## src/rtl/core/sfp_pkg.sv

```systemverilog
// Shared types and constants for the start-of-frame byte parser.
package sfp_pkg;

  // Input word kinds
  localparam logic [1:0] KIND_BYTE  = 2'd0;
  localparam logic [1:0] KIND_READ  = 2'd1;
  localparam logic [1:0] KIND_CLEAR = 2'd2;

  // Start word after reset
  localparam logic [15:0] SYNC_RESET = 16'hAA55;

  // Parser phases
  typedef enum logic [3:0] {
    PH_SOF1 = 4'd0,
    PH_SOF2 = 4'd1,
    PH_LEN  = 4'd2,
    PH_TYPE = 4'd3,
    PH_DST  = 4'd4,
    PH_SRC  = 4'd5,
    PH_SEQ1 = 4'd6,
    PH_SEQ2 = 4'd7,
    PH_DATA = 4'd8,
    PH_CHK1 = 4'd9,
    PH_CHK2 = 4'd10,
    PH_DONE = 4'd11
  } phase_t;

  // One result word
  typedef struct packed {
    logic        accepted;
    logic        frame_ready;
    logic [7:0]  payload_length;
    logic [7:0]  frame_type;
    logic [7:0]  destination;
    logic [7:0]  source;
    logic [15:0] sequence_res;
    logic [15:0] check_value;
    logic [7:0]  data_byte;
    logic        data_valid;
  } result_t;

endpackage

```

## src/rtl/core/sof_frame_byte_parser_top.sv

```systemverilog
// Top level of the start-of-frame byte parser.
//
//  channel  handshake              payload
//  -------  ---------------------  ---------------------------------------------
//  config   cfg_write              cfg_data (start word, high byte first)
//  input    in_valid / in_stall    kind, byte_value, payload_index
//  output   out_valid / out_stall  accepted, frame_ready, header fields,
//                                  check_value, data_byte, data_valid
//
// One word per cycle sustained unless the input stalls. A word is parsed and the
// payload store written or read in the cycle it is accepted; its result then passes
// through the result register and a two-word output queue to the output.
// rst is synchronous: parser goes to start-byte hunt, start word to 0xAA55.
// The payload store is not cleared. Input stalls only when the queue is full
// and the result register is occupied.
module sof_frame_byte_parser_top #(
  parameter int MAX_PAYLOAD = 256
) (
  input  logic        clk,
  input  logic        rst,
  input  logic        cfg_write,
  input  logic [15:0] cfg_data,
  input  logic        in_valid,
  output logic        in_stall,
  input  logic [1:0]  kind,
  input  logic [7:0]  byte_value,
  input  logic [7:0]  payload_index,
  output logic        out_valid,
  input  logic        out_stall,
  output logic        accepted,
  output logic        frame_ready,
  output logic [7:0]  payload_length,
  output logic [7:0]  frame_type,
  output logic [7:0]  destination,
  output logic [7:0]  source,
  output logic [15:0] sequence_res,
  output logic [15:0] check_value,
  output logic [7:0]  data_byte,
  output logic        data_valid
);

  logic [15:0]      sync_word;
  logic             take;
  logic             res_valid;
  logic             buf_full;
  logic             res_take;
  sfp_pkg::result_t res;
  sfp_pkg::result_t out_word;

  // Start word register
  always_ff @(posedge clk) begin
    if (rst) begin
      sync_word <= sfp_pkg::SYNC_RESET;
    end else if (cfg_write) begin
      sync_word <= cfg_data;
    end
  end

  // Flow control
  assign res_take = res_valid && !buf_full;
  assign in_stall = res_valid && buf_full;
  assign take     = in_valid && !in_stall;

  sfp_parser #(
    .MAX_PAYLOAD (MAX_PAYLOAD)
  ) u_parser (
    .clk           (clk),
    .rst           (rst),
    .sync_word     (sync_word),
    .take          (take),
    .kind          (kind),
    .byte_value    (byte_value),
    .payload_index (payload_index),
    .res_valid     (res_valid),
    .res_take      (res_take),
    .res           (res)
  );

  sfp_out_buf u_out_buf (
    .clk       (clk),
    .rst       (rst),
    .push      (res_take),
    .push_word (res),
    .full      (buf_full),
    .out_valid (out_valid),
    .out_stall (out_stall),
    .out_word  (out_word)
  );

  // Output fields
  assign accepted       = out_word.accepted;
  assign frame_ready    = out_word.frame_ready;
  assign payload_length = out_word.payload_length;
  assign frame_type     = out_word.frame_type;
  assign destination    = out_word.destination;
  assign source         = out_word.source;
  assign sequence_res   = out_word.sequence_res;
  assign check_value    = out_word.check_value;
  assign data_byte      = out_word.data_byte;
  assign data_valid     = out_word.data_valid;

endmodule

```

## src/rtl/core/sfp_parser.sv

```systemverilog
// Parser state, payload store and result register.
module sfp_parser #(
  parameter int MAX_PAYLOAD = 256
) (
  input  logic             clk,
  input  logic             rst,
  input  logic [15:0]      sync_word,
  input  logic             take,
  input  logic [1:0]       kind,
  input  logic [7:0]       byte_value,
  input  logic [7:0]       payload_index,
  output logic             res_valid,
  input  logic             res_take,
  output sfp_pkg::result_t res
);

  localparam int AW = (MAX_PAYLOAD > 1) ? $clog2(MAX_PAYLOAD) : 1;
  localparam logic [8:0] LEN_LIMIT = 9'(MAX_PAYLOAD);

  // Frame state
  sfp_pkg::phase_t phase, phase_next;
  logic [7:0]  payload_count, payload_count_next;
  logic [7:0]  length_reg, length_reg_next;
  logic [7:0]  type_reg, type_reg_next;
  logic [7:0]  dest_reg, dest_reg_next;
  logic [7:0]  source_reg, source_reg_next;
  logic [15:0] sequence_reg, sequence_reg_next;
  logic [15:0] check_reg, check_reg_next;

  logic        acc;
  logic        dvalid;
  logic        wr_en;
  logic        clr;
  logic        ready_next;

  // Payload store, registered read
  logic [7:0]  store [MAX_PAYLOAD];
  logic [7:0]  rd_q;

  // Result register (data byte comes from rd_q)
  logic        r_acc;
  logic        r_ready;
  logic [7:0]  r_len;
  logic [7:0]  r_type;
  logic [7:0]  r_dest;
  logic [7:0]  r_src;
  logic [15:0] r_seq;
  logic [15:0] r_chk;
  logic        r_dvalid;

  // Next state for one word
  always_comb begin
    phase_next         = phase;
    payload_count_next = payload_count;
    length_reg_next    = length_reg;
    type_reg_next      = type_reg;
    dest_reg_next      = dest_reg;
    source_reg_next    = source_reg;
    sequence_reg_next  = sequence_reg;
    check_reg_next     = check_reg;
    acc                = 1'b0;
    dvalid             = 1'b0;
    wr_en              = 1'b0;
    clr                = 1'b0;

    unique case (kind)
      sfp_pkg::KIND_BYTE: begin
        acc = 1'b1;
        unique case (phase)
          sfp_pkg::PH_SOF1: begin
            if (byte_value != sync_word[15:8]) begin
              clr = 1'b1;
              acc = 1'b0;
            end else begin
              phase_next = sfp_pkg::PH_SOF2;
            end
          end
          sfp_pkg::PH_SOF2: begin
            // no recheck against the first start byte here
            if (byte_value != sync_word[7:0]) begin
              clr = 1'b1;
              acc = 1'b0;
            end else begin
              phase_next = sfp_pkg::PH_LEN;
            end
          end
          sfp_pkg::PH_LEN: begin
            if ({1'b0, byte_value} > LEN_LIMIT) begin
              clr = 1'b1;
              acc = 1'b0;
            end else begin
              length_reg_next = byte_value;
              phase_next      = sfp_pkg::PH_TYPE;
            end
          end
          sfp_pkg::PH_TYPE: begin
            type_reg_next = byte_value;
            phase_next    = sfp_pkg::PH_DST;
          end
          sfp_pkg::PH_DST: begin
            dest_reg_next = byte_value;
            phase_next    = sfp_pkg::PH_SRC;
          end
          sfp_pkg::PH_SRC: begin
            source_reg_next = byte_value;
            phase_next      = sfp_pkg::PH_SEQ1;
          end
          sfp_pkg::PH_SEQ1: begin
            sequence_reg_next = {byte_value, 8'h00};
            phase_next        = sfp_pkg::PH_SEQ2;
          end
          sfp_pkg::PH_SEQ2: begin
            sequence_reg_next = {sequence_reg[15:8], byte_value};
            phase_next        = sfp_pkg::PH_DATA;
          end
          sfp_pkg::PH_DATA: begin
            // payload until length reached, then checksum high byte
            if (payload_count < length_reg) begin
              wr_en              = 1'b1;
              payload_count_next = payload_count + 8'd1;
            end else begin
              check_reg_next = {byte_value, 8'h00};
              phase_next     = sfp_pkg::PH_CHK2;
            end
          end
          sfp_pkg::PH_CHK1: begin
            check_reg_next = {byte_value, 8'h00};
            phase_next     = sfp_pkg::PH_CHK2;
          end
          sfp_pkg::PH_CHK2: begin
            check_reg_next = {check_reg[15:8], byte_value};
            phase_next     = sfp_pkg::PH_DONE;
          end
          sfp_pkg::PH_DONE: begin
            acc = 1'b0;
          end
          default: begin
            clr = 1'b1;
            acc = 1'b0;
          end
        endcase
      end
      sfp_pkg::KIND_READ: begin
        dvalid = (phase == sfp_pkg::PH_DONE) && (payload_index < length_reg);
        acc    = dvalid;
      end
      sfp_pkg::KIND_CLEAR: begin
        clr = 1'b1;
        acc = 1'b1;
      end
      default: begin
      end
    endcase

    if (clr) begin
      phase_next         = sfp_pkg::PH_SOF1;
      payload_count_next = 8'd0;
      length_reg_next    = 8'd0;
      type_reg_next      = 8'd0;
      dest_reg_next      = 8'd0;
      source_reg_next    = 8'd0;
      sequence_reg_next  = 16'd0;
      check_reg_next     = 16'd0;
    end

    ready_next = (phase_next == sfp_pkg::PH_DONE);
  end

  // State registers
  always_ff @(posedge clk) begin
    if (rst) begin
      phase         <= sfp_pkg::PH_SOF1;
      payload_count <= 8'd0;
      length_reg    <= 8'd0;
      type_reg      <= 8'd0;
      dest_reg      <= 8'd0;
      source_reg    <= 8'd0;
      sequence_reg  <= 16'd0;
      check_reg     <= 16'd0;
    end else if (take) begin
      phase         <= phase_next;
      payload_count <= payload_count_next;
      length_reg    <= length_reg_next;
      type_reg      <= type_reg_next;
      dest_reg      <= dest_reg_next;
      source_reg    <= source_reg_next;
      sequence_reg  <= sequence_reg_next;
      check_reg     <= check_reg_next;
    end
  end

  // Payload memory: one write, one registered read
  always_ff @(posedge clk) begin
    if (take && wr_en) begin
      store[payload_count[AW-1:0]] <= byte_value;
    end
    if (take) begin
      rd_q <= store[payload_index[AW-1:0]];
    end
  end

  // Result payload
  always_ff @(posedge clk) begin
    if (take) begin
      r_acc    <= acc;
      r_ready  <= ready_next;
      r_len    <= ready_next ? length_reg_next   : 8'd0;
      r_type   <= ready_next ? type_reg_next     : 8'd0;
      r_dest   <= ready_next ? dest_reg_next     : 8'd0;
      r_src    <= ready_next ? source_reg_next   : 8'd0;
      r_seq    <= ready_next ? sequence_reg_next : 16'd0;
      r_chk    <= ready_next ? check_reg_next    : 16'd0;
      r_dvalid <= dvalid;
    end
  end

  // Result valid
  always_ff @(posedge clk) begin
    if (rst) begin
      res_valid <= 1'b0;
    end else if (take) begin
      res_valid <= 1'b1;
    end else if (res_take) begin
      res_valid <= 1'b0;
    end
  end

  always_comb begin
    res.accepted       = r_acc;
    res.frame_ready    = r_ready;
    res.payload_length = r_len;
    res.frame_type     = r_type;
    res.destination    = r_dest;
    res.source         = r_src;
    res.sequence_res   = r_seq;
    res.check_value    = r_chk;
    res.data_byte      = r_dvalid ? rd_q : 8'd0;
    res.data_valid     = r_dvalid;
  end

endmodule

```

## src/rtl/core/sfp_out_buf.sv

```systemverilog
// Two-word output queue between the result register and the output port.
module sfp_out_buf (
  input  logic             clk,
  input  logic             rst,
  input  logic             push,
  input  sfp_pkg::result_t push_word,
  output logic             full,
  output logic             out_valid,
  input  logic             out_stall,
  output sfp_pkg::result_t out_word
);

  sfp_pkg::result_t slot [2];
  logic       wr_ptr;
  logic       rd_ptr;
  logic [1:0] count;
  logic       pop;

  assign full      = (count == 2'd2);
  assign out_valid = (count != 2'd0);
  assign pop       = out_valid && !out_stall;
  assign out_word  = slot[rd_ptr];

  // Slot storage
  always_ff @(posedge clk) begin
    if (push) begin
      slot[wr_ptr] <= push_word;
    end
  end

  // Pointers and fill count
  always_ff @(posedge clk) begin
    if (rst) begin
      wr_ptr <= 1'b0;
      rd_ptr <= 1'b0;
      count  <= 2'd0;
    end else begin
      if (push) begin
        wr_ptr <= !wr_ptr;
      end
      if (pop) begin
        rd_ptr <= !rd_ptr;
      end
      if (push && !pop) begin
        count <= count + 2'd1;
      end else if (pop && !push) begin
        count <= count - 2'd1;
      end
    end
  end

endmodule
```

## config.mk

```make
export PLATFORM = sky130hd
export DESIGN_NAME = sof_frame_byte_parser_top
export DESIGN_NICKNAME = d
export VERILOG_FILES = /design/src/rtl/core/sfp_pkg.sv /design/src/rtl/core/sof_frame_byte_parser_top.sv /design/src/rtl/core/sfp_parser.sv /design/src/rtl/core/sfp_out_buf.sv
export SDC_FILE = /design/constraint.sdc
export NUM_CORES = 2
export LEC_CHECK = 0
export BUFFER_PORTS_ARGS = -buffer_cell sky130_fd_sc_hd__buf_2
export CAP_MARGIN = 20
export CORE_MARGIN = 1
export CORE_UTILIZATION = 35
export CTS_BUF_LIST = sky130_fd_sc_hd__clkbuf_16
export DETAILED_ROUTE_END_ITERATION = 10
export PLACE_DENSITY = 0.47
export SLEW_MARGIN = 15
export SYNTH_ARGS = -nofsm -noshare
export SYNTH_HDL_FRONTEND = slang
export SYNTH_SLANG_ARGS = --single-unit
export TNS_END_PERCENT = 1
```

## constraint.sdc

```tcl
create_clock -name clk -period 5.1 [get_ports clk]
set_input_delay 0 -clock clk [delete_from_list [all_inputs] [get_ports clk]]
set_output_delay 0 -clock clk [all_outputs]
set_load 0.02 [all_outputs]
```

# Word level (Yosys, flattened, before mapping)
# Memories as Yosys holds them, arrays and structs flattened. A register that Yosys moved wholly into a read port is not among the register bits.
# Cells that the tools add are included.
# totals
wordCells	128
output_inout_bits	77
ramBits	2198
reg_bits	164
n_memories	2
inputBits	39
# mem_list
memory	depth	word_bits	read_ports	rd_clocked_by_memory_dff	write_ports	line_no	source
u_parser.store	256	8	1	1	1	sfp_parser.sv:37	logic [7:0] store [MAX_PAYLOAD];
u_out_buf.slot	2	75	1	1	1	sfp_out_buf.sv:13	sfp_pkg::result_t slot [2];
# op_classes
mux	55
n_addsub	3
eq_ne	17
n_lt_le_gt_ge	3
reduce_logical	26
# op_table
op	count
$mux 8	18
$mux 16	5
$pmux 16 s3	1
$pmux 4 s11	1
$pmux 16 s2	1
$mux 4	6
$eq 4x4->1 const B	5
$mux 1	17
$eq 4x3->1 const B	4
$lt 8x8->1	2
$ne 8x8->1	2
$reduce_bool 2->1	6
$gt 8x9->1 const B	1
$reduce_or 9->1	1
$add 8x1->8 const B	1
$eq 4x2->1 const B	2
$logic_and 1x1->1	8
$pmux 1 s4	2
$reduce_or 8->1	1
$logic_not 1->1	7
$eq 2x2->1 const B	2
$eq 4x1->1 const B	1
$logic_not 4->1	1
$mux 2	2
other kinds (7)	7

# Depth between registers and ports, before layout
# logic_depth
ltp_word	7
depth_mapped	13
mapped_depth_nobuf	9

# Cells and area by module
# A second synthesis with hierarchy kept.
# hier_totals
hier_cells	4529
hier_area_um2	91630.4
# modules_own_cells
module	cells_per_inst	instances	area_each_um2
sfp_parser	4219	1	85370.6
sfp_out_buf	255	1	5636.7
sof_frame_byte_parser_top	55	1	623.1

# Worst setup path before layout
# No wires, ideal clock.
# synth_path
path_kind	reg2reg
startpoint	register u_out_buf.count[0]
endpoint	memory u_out_buf.slot[0][0] (netlist bit), enable pin
t_arrival_ns	3.722
path_buffers	0
period_less_slack_ns	4.231
required_time_ns	4.591
setup_slack_ns	0.869
path_stages_with_launch	4
cell_sequence	dfxtp_1 nand2b_1 nand2_1 nor2_1
# synth_via
elab_chain_len	5
# synth_rtl
item	line_no	source
start, declared	sfp_out_buf.sv:16	logic [1:0] count;
start signal, assigned	sfp_out_buf.sv:45	count <= count + 2'd1;
start signal, assigned	sfp_out_buf.sv:47	count <= count - 2'd1;
$eq 2x2->1	sfp_out_buf.sv:19	assign full = (count == 2'd2);
$logic_not 1->1	sof_frame_byte_parser_top.sv:60	assign res_take = res_valid && !buf_full;
$logic_and 1x1->1	sof_frame_byte_parser_top.sv:60	
$mux 1	sfp_out_buf.sv:26	if (push) begin
$mux 1 (implied by the code)	sfp_out_buf.sv:27	slot[wr_ptr] <= push_word;
end, declared	sfp_out_buf.sv:13	
# Every way passes these cells.

# Worst setup path after layout
# layout_path
startpoint	register u_parser.payload_count[2]
endpoint	memory u_parser.store[74][1], enable pin
# layout_via
elab_chain_len	7
# layout_rtl
item	line_no	source
start, declared	sfp_parser.sv:22	logic [7:0] payload_count, payload_count_next;
start signal, assigned	sfp_parser.sv:182	payload_count <= payload_count_next;
$lt 8x8->1	sfp_parser.sv:118	if (payload_count < length_reg) begin
$mux 1	sfp_parser.sv:118	
$mux 1	sfp_parser.sv:69	unique case (phase)
$mux 1	sfp_parser.sv:66	unique case (kind)
$logic_and 1x1->1	sfp_parser.sv:194	if (take && wr_en) begin
$mux 1	sfp_parser.sv:194	
$mux 1 (implied by the code)	sfp_parser.sv:195	store[payload_count[AW-1:0]] <= byte_value;
end, declared	sfp_parser.sv:37	
# Parallel ways exist; a longest one is shown, timed or not.

==> impl_metrics.yaml <==
route:
  firstDrtPassIters: 8
  routed_wl_um: 279000
  vias: 48436
  drc: 0
  drtIter0Drc: 5270
  avgRoutedWirePerCell_um: 31.2
  vias_per_cell: 5.43
  antenna_left: 0
grt:
  use_met1_pct: 29.4
  grt_use_total_pct: 20.8
  grt.busiest_layer: "met2"
  gr-usage-met2_pct: 33.2
  overflow: 0
  grt_max_degree: 136
  grt_pass1_vias: 48768
  grt_pass1_wl_um: 390000
  antenna_found_initial: 11
  met3_usage_pct: 3.50
finish:
  final_layout_size_suffix_gt1_share_pct: 26.7
  fin_util_pct: 41.2
  largest_reg_flops: 2048
  area_delta_synth_final_pct: 16.7
  nNetsFinal: 5261
  nFillCells: 23400
clocking:
  cts_num_sinks: 2371
  clock_latency_ps: 960
  h-tree-depth: 5
  clkTransAtPathRegs_ps: 60
  cts-buffers-inserted: 276
  cts_root_buffer: "clkbuf_16"
  cts_resized: 0
  cts_tree: "done"
  clk_path_buf_depth: 4
sta:
  slew_headroom_pct: 23.6
  max_freq_mhz: 243
  final.setup_skew_ps: 60.8
  setup_viol: 0
  layout_min_cycle_time_ps: 4120
  timing.final.crit_share_pct: 80.8
  rsz0062_at_grt: "false"
  final.setup.tns_ps: 0
  hold_viol: 0
  slew_violations: 0
  worst_pin_slew_ps: 1150
synth:
  synthCells: 4709
  synthFlopType: "edfxtp_1"
  synth_area_um2: 92800
  synth_warnings: 0
  synthTopCellsByCount: "edfxtp_1, mux4_2, nor2_1"
  ys_ff_latch: 2371
  syn_area_per_cell_um2: 19.7
  async_flop_share_pct: 0
  synth_cell_types: 74
  synthTopCellsByArea: "edfxtp_1, mux4_2, dfxtp_1"
  yosysMostFrequentCell: "edfxtp_1"
  synth.top_cell.area_share_pct: 73.5
  syn-num-nets: 4767
  synth_top_area_cell: "edfxtp_1"
  synth_edf_count: 2273
  yosysSeqAreaShare_pct: 75.7
worst_hold_path:
  hold_path.class: "in2reg"
  hold_end: "u_parser.store[90][1]"
  holdPathStages: 2
  hp-start: "byte_value[1]"
outcome:
  outcome: "finished, final reports clean"
worst_setup_path:
  crit_path_end_kind: "flop"
  worst_ep_required_time_ps: 5650
  critPathKind: "reg2reg"
  worst-path-buf-inv: 1
  r2r_end: "u_parser.store[74][1]"
  worst-path-max-fanout: 64
  regToRegStartpoint: "u_parser.payload_count[2]"
  startpoint_type: "flop"
  rrSetupSlack_ps: 980
  cp.arrival_ps: 4670
  crit_slowest_cell: "nor2_1"
  crit_chain: "ha_1 > a21o_1 > a31oi_1 > o21ai_1 > or3_4 > nor3_4 > nand3b_1 > buf_4 > nor2_1"
  critical-path-top-delay-family: "simple AND/OR/NAND/NOR gates"
  reg2regPathDepth: 9
  slowest_delay_ps: 820
floorplan:
  initial_core_util_pct: 35.3
  die_h_um: 517
  io_pins: 116
  core_area_um2: 263000
  die_x_um: 517
  die_area_um2: 267000
  num_rows: 188
place:
  dp_hpwl_um: 182000
  port_buffers: 115
  place.gp.congestion: 0.876
power_and_ir_drop:
  power_leakage_nw: 34.1
  worst_ir_drop_vdd_mv: 0.371
  p_per_area_nw_per_um2: 398
run:
  cap_viol_max_count: 0
[logic make-up (layout without fill, tap and decap cells)]
kind of cell | count (synthesis) | count (layout) | synth area share, %
mux | 683 | 683 | 13.9
flops | 2371 | 2371 | 75.7
buf+inv | 306 | 991 | 1.79
compound gates | 487 | 487 | 3.78
other cells | 0 | 9 | 0
simple gates | 819 | 819 | 4.40
xor+xnor | 24 | 24 | 0.226
fa+ha+maj | 19 | 19 | 0.256
[how the worst max path moves through the flow]
stage / startpoint / end / slack (ps) / cells past startpoint
after floorplan: u_out_buf.count[0] / u_out_buf.slot[0][0] / 870 / 3
after CTS: u_parser.payload_count[6] / u_parser.store[95][7] / 1010 / 9
after detailed placement: payload_index[0] / u_parser.rd_q[3] / 820 / 9
final: u_parser.payload_count[2] / u_parser.store[74][1] / 980 / 9
after global placement: payload_index[0] / u_parser.rd_q[1] / 600 / 9
after global routing: u_parser.payload_count[6] / u_parser.store[92][3] / 780 / 9
[power by group]
part / total [mW] / internal [mW] / switching [mW]
clock: 18.6 / 10.9 / 7.69
sequential: 21.7 / 21.6 / 0.123
combinational: 2.84 / 1.02 / 1.82
total: 43.1 / 33.4 / 9.64
[per-stage QoR]
stage	std cells	hold WS, ps	setup slack (ps)	power [mW]	instance area (µm²)
after floorplan	4709	98.9	869	23.6	92800
after global placement	8364	211	595	24.9	99100
after detailed placement	8365	213	821	24.9	99100
after CTS	8909	0.299	1010	43.5	108000
after global routing	8911	-0.971	784	44.3	108000
final	8918	24.1	978	43.1	108000
[layout make-up]
| type | instances | area, µm² | area share, % |
|---|---|---|---|
| clock inverter | 182 | 1210 | 1.12 |
| clock buffer | 287 | 7180 | 6.63 |
| tap | 3515 | 4400 | 4.06 |
| timing repair buffer | 505 | 4120 | 3.81 |
| sequential | 2371 | 70200 | 64.9 |
| inverter | 17 | 66.3 | 0.0613 |
| multi-input combinational | 2032 | 21000 | 19.4 |
| antenna | 9 | 22.5 | 0.0208 |
[metal layers]
layer / routed length [µm] / share of wire [%]
met2: 132000 / 47
met5: 21 / 0.0075
met3: 16600 / 6.0
met1: 123000 / 44
met4: 7120 / 2.6
[placed cells by master (no fill, tap or decap), types with 77 or more instances in the layout]
cell and instances:
mux2_2 77, dfxtp_1 97, buf_2 103, mux4_2 476, mux2i_1 130, a22oi_1 94, clkbuf_16 287, buf_4 291
nand2_1 201, nor2_1 306, a21oi_1 91, edfxtp_1 2273
[worst register-to-register path: stages (launching register included)]
cell and delay [ps]:
dfxtp_1 570, ha_1 320, a21o_1 150, a31oi_1 200
o21ai_1 210, or3_4 460, nor3_4 330, nand3b_1 120
buf_4 300, nor2_1 1080
[timing repair]
item | 4_1_cts | 5_1_grt
endpoints found under the hold margin | 946 | 0
hold buffers | 75 | 0
setup buffers | 0 | 0
(Power assumes the default switching activity.)
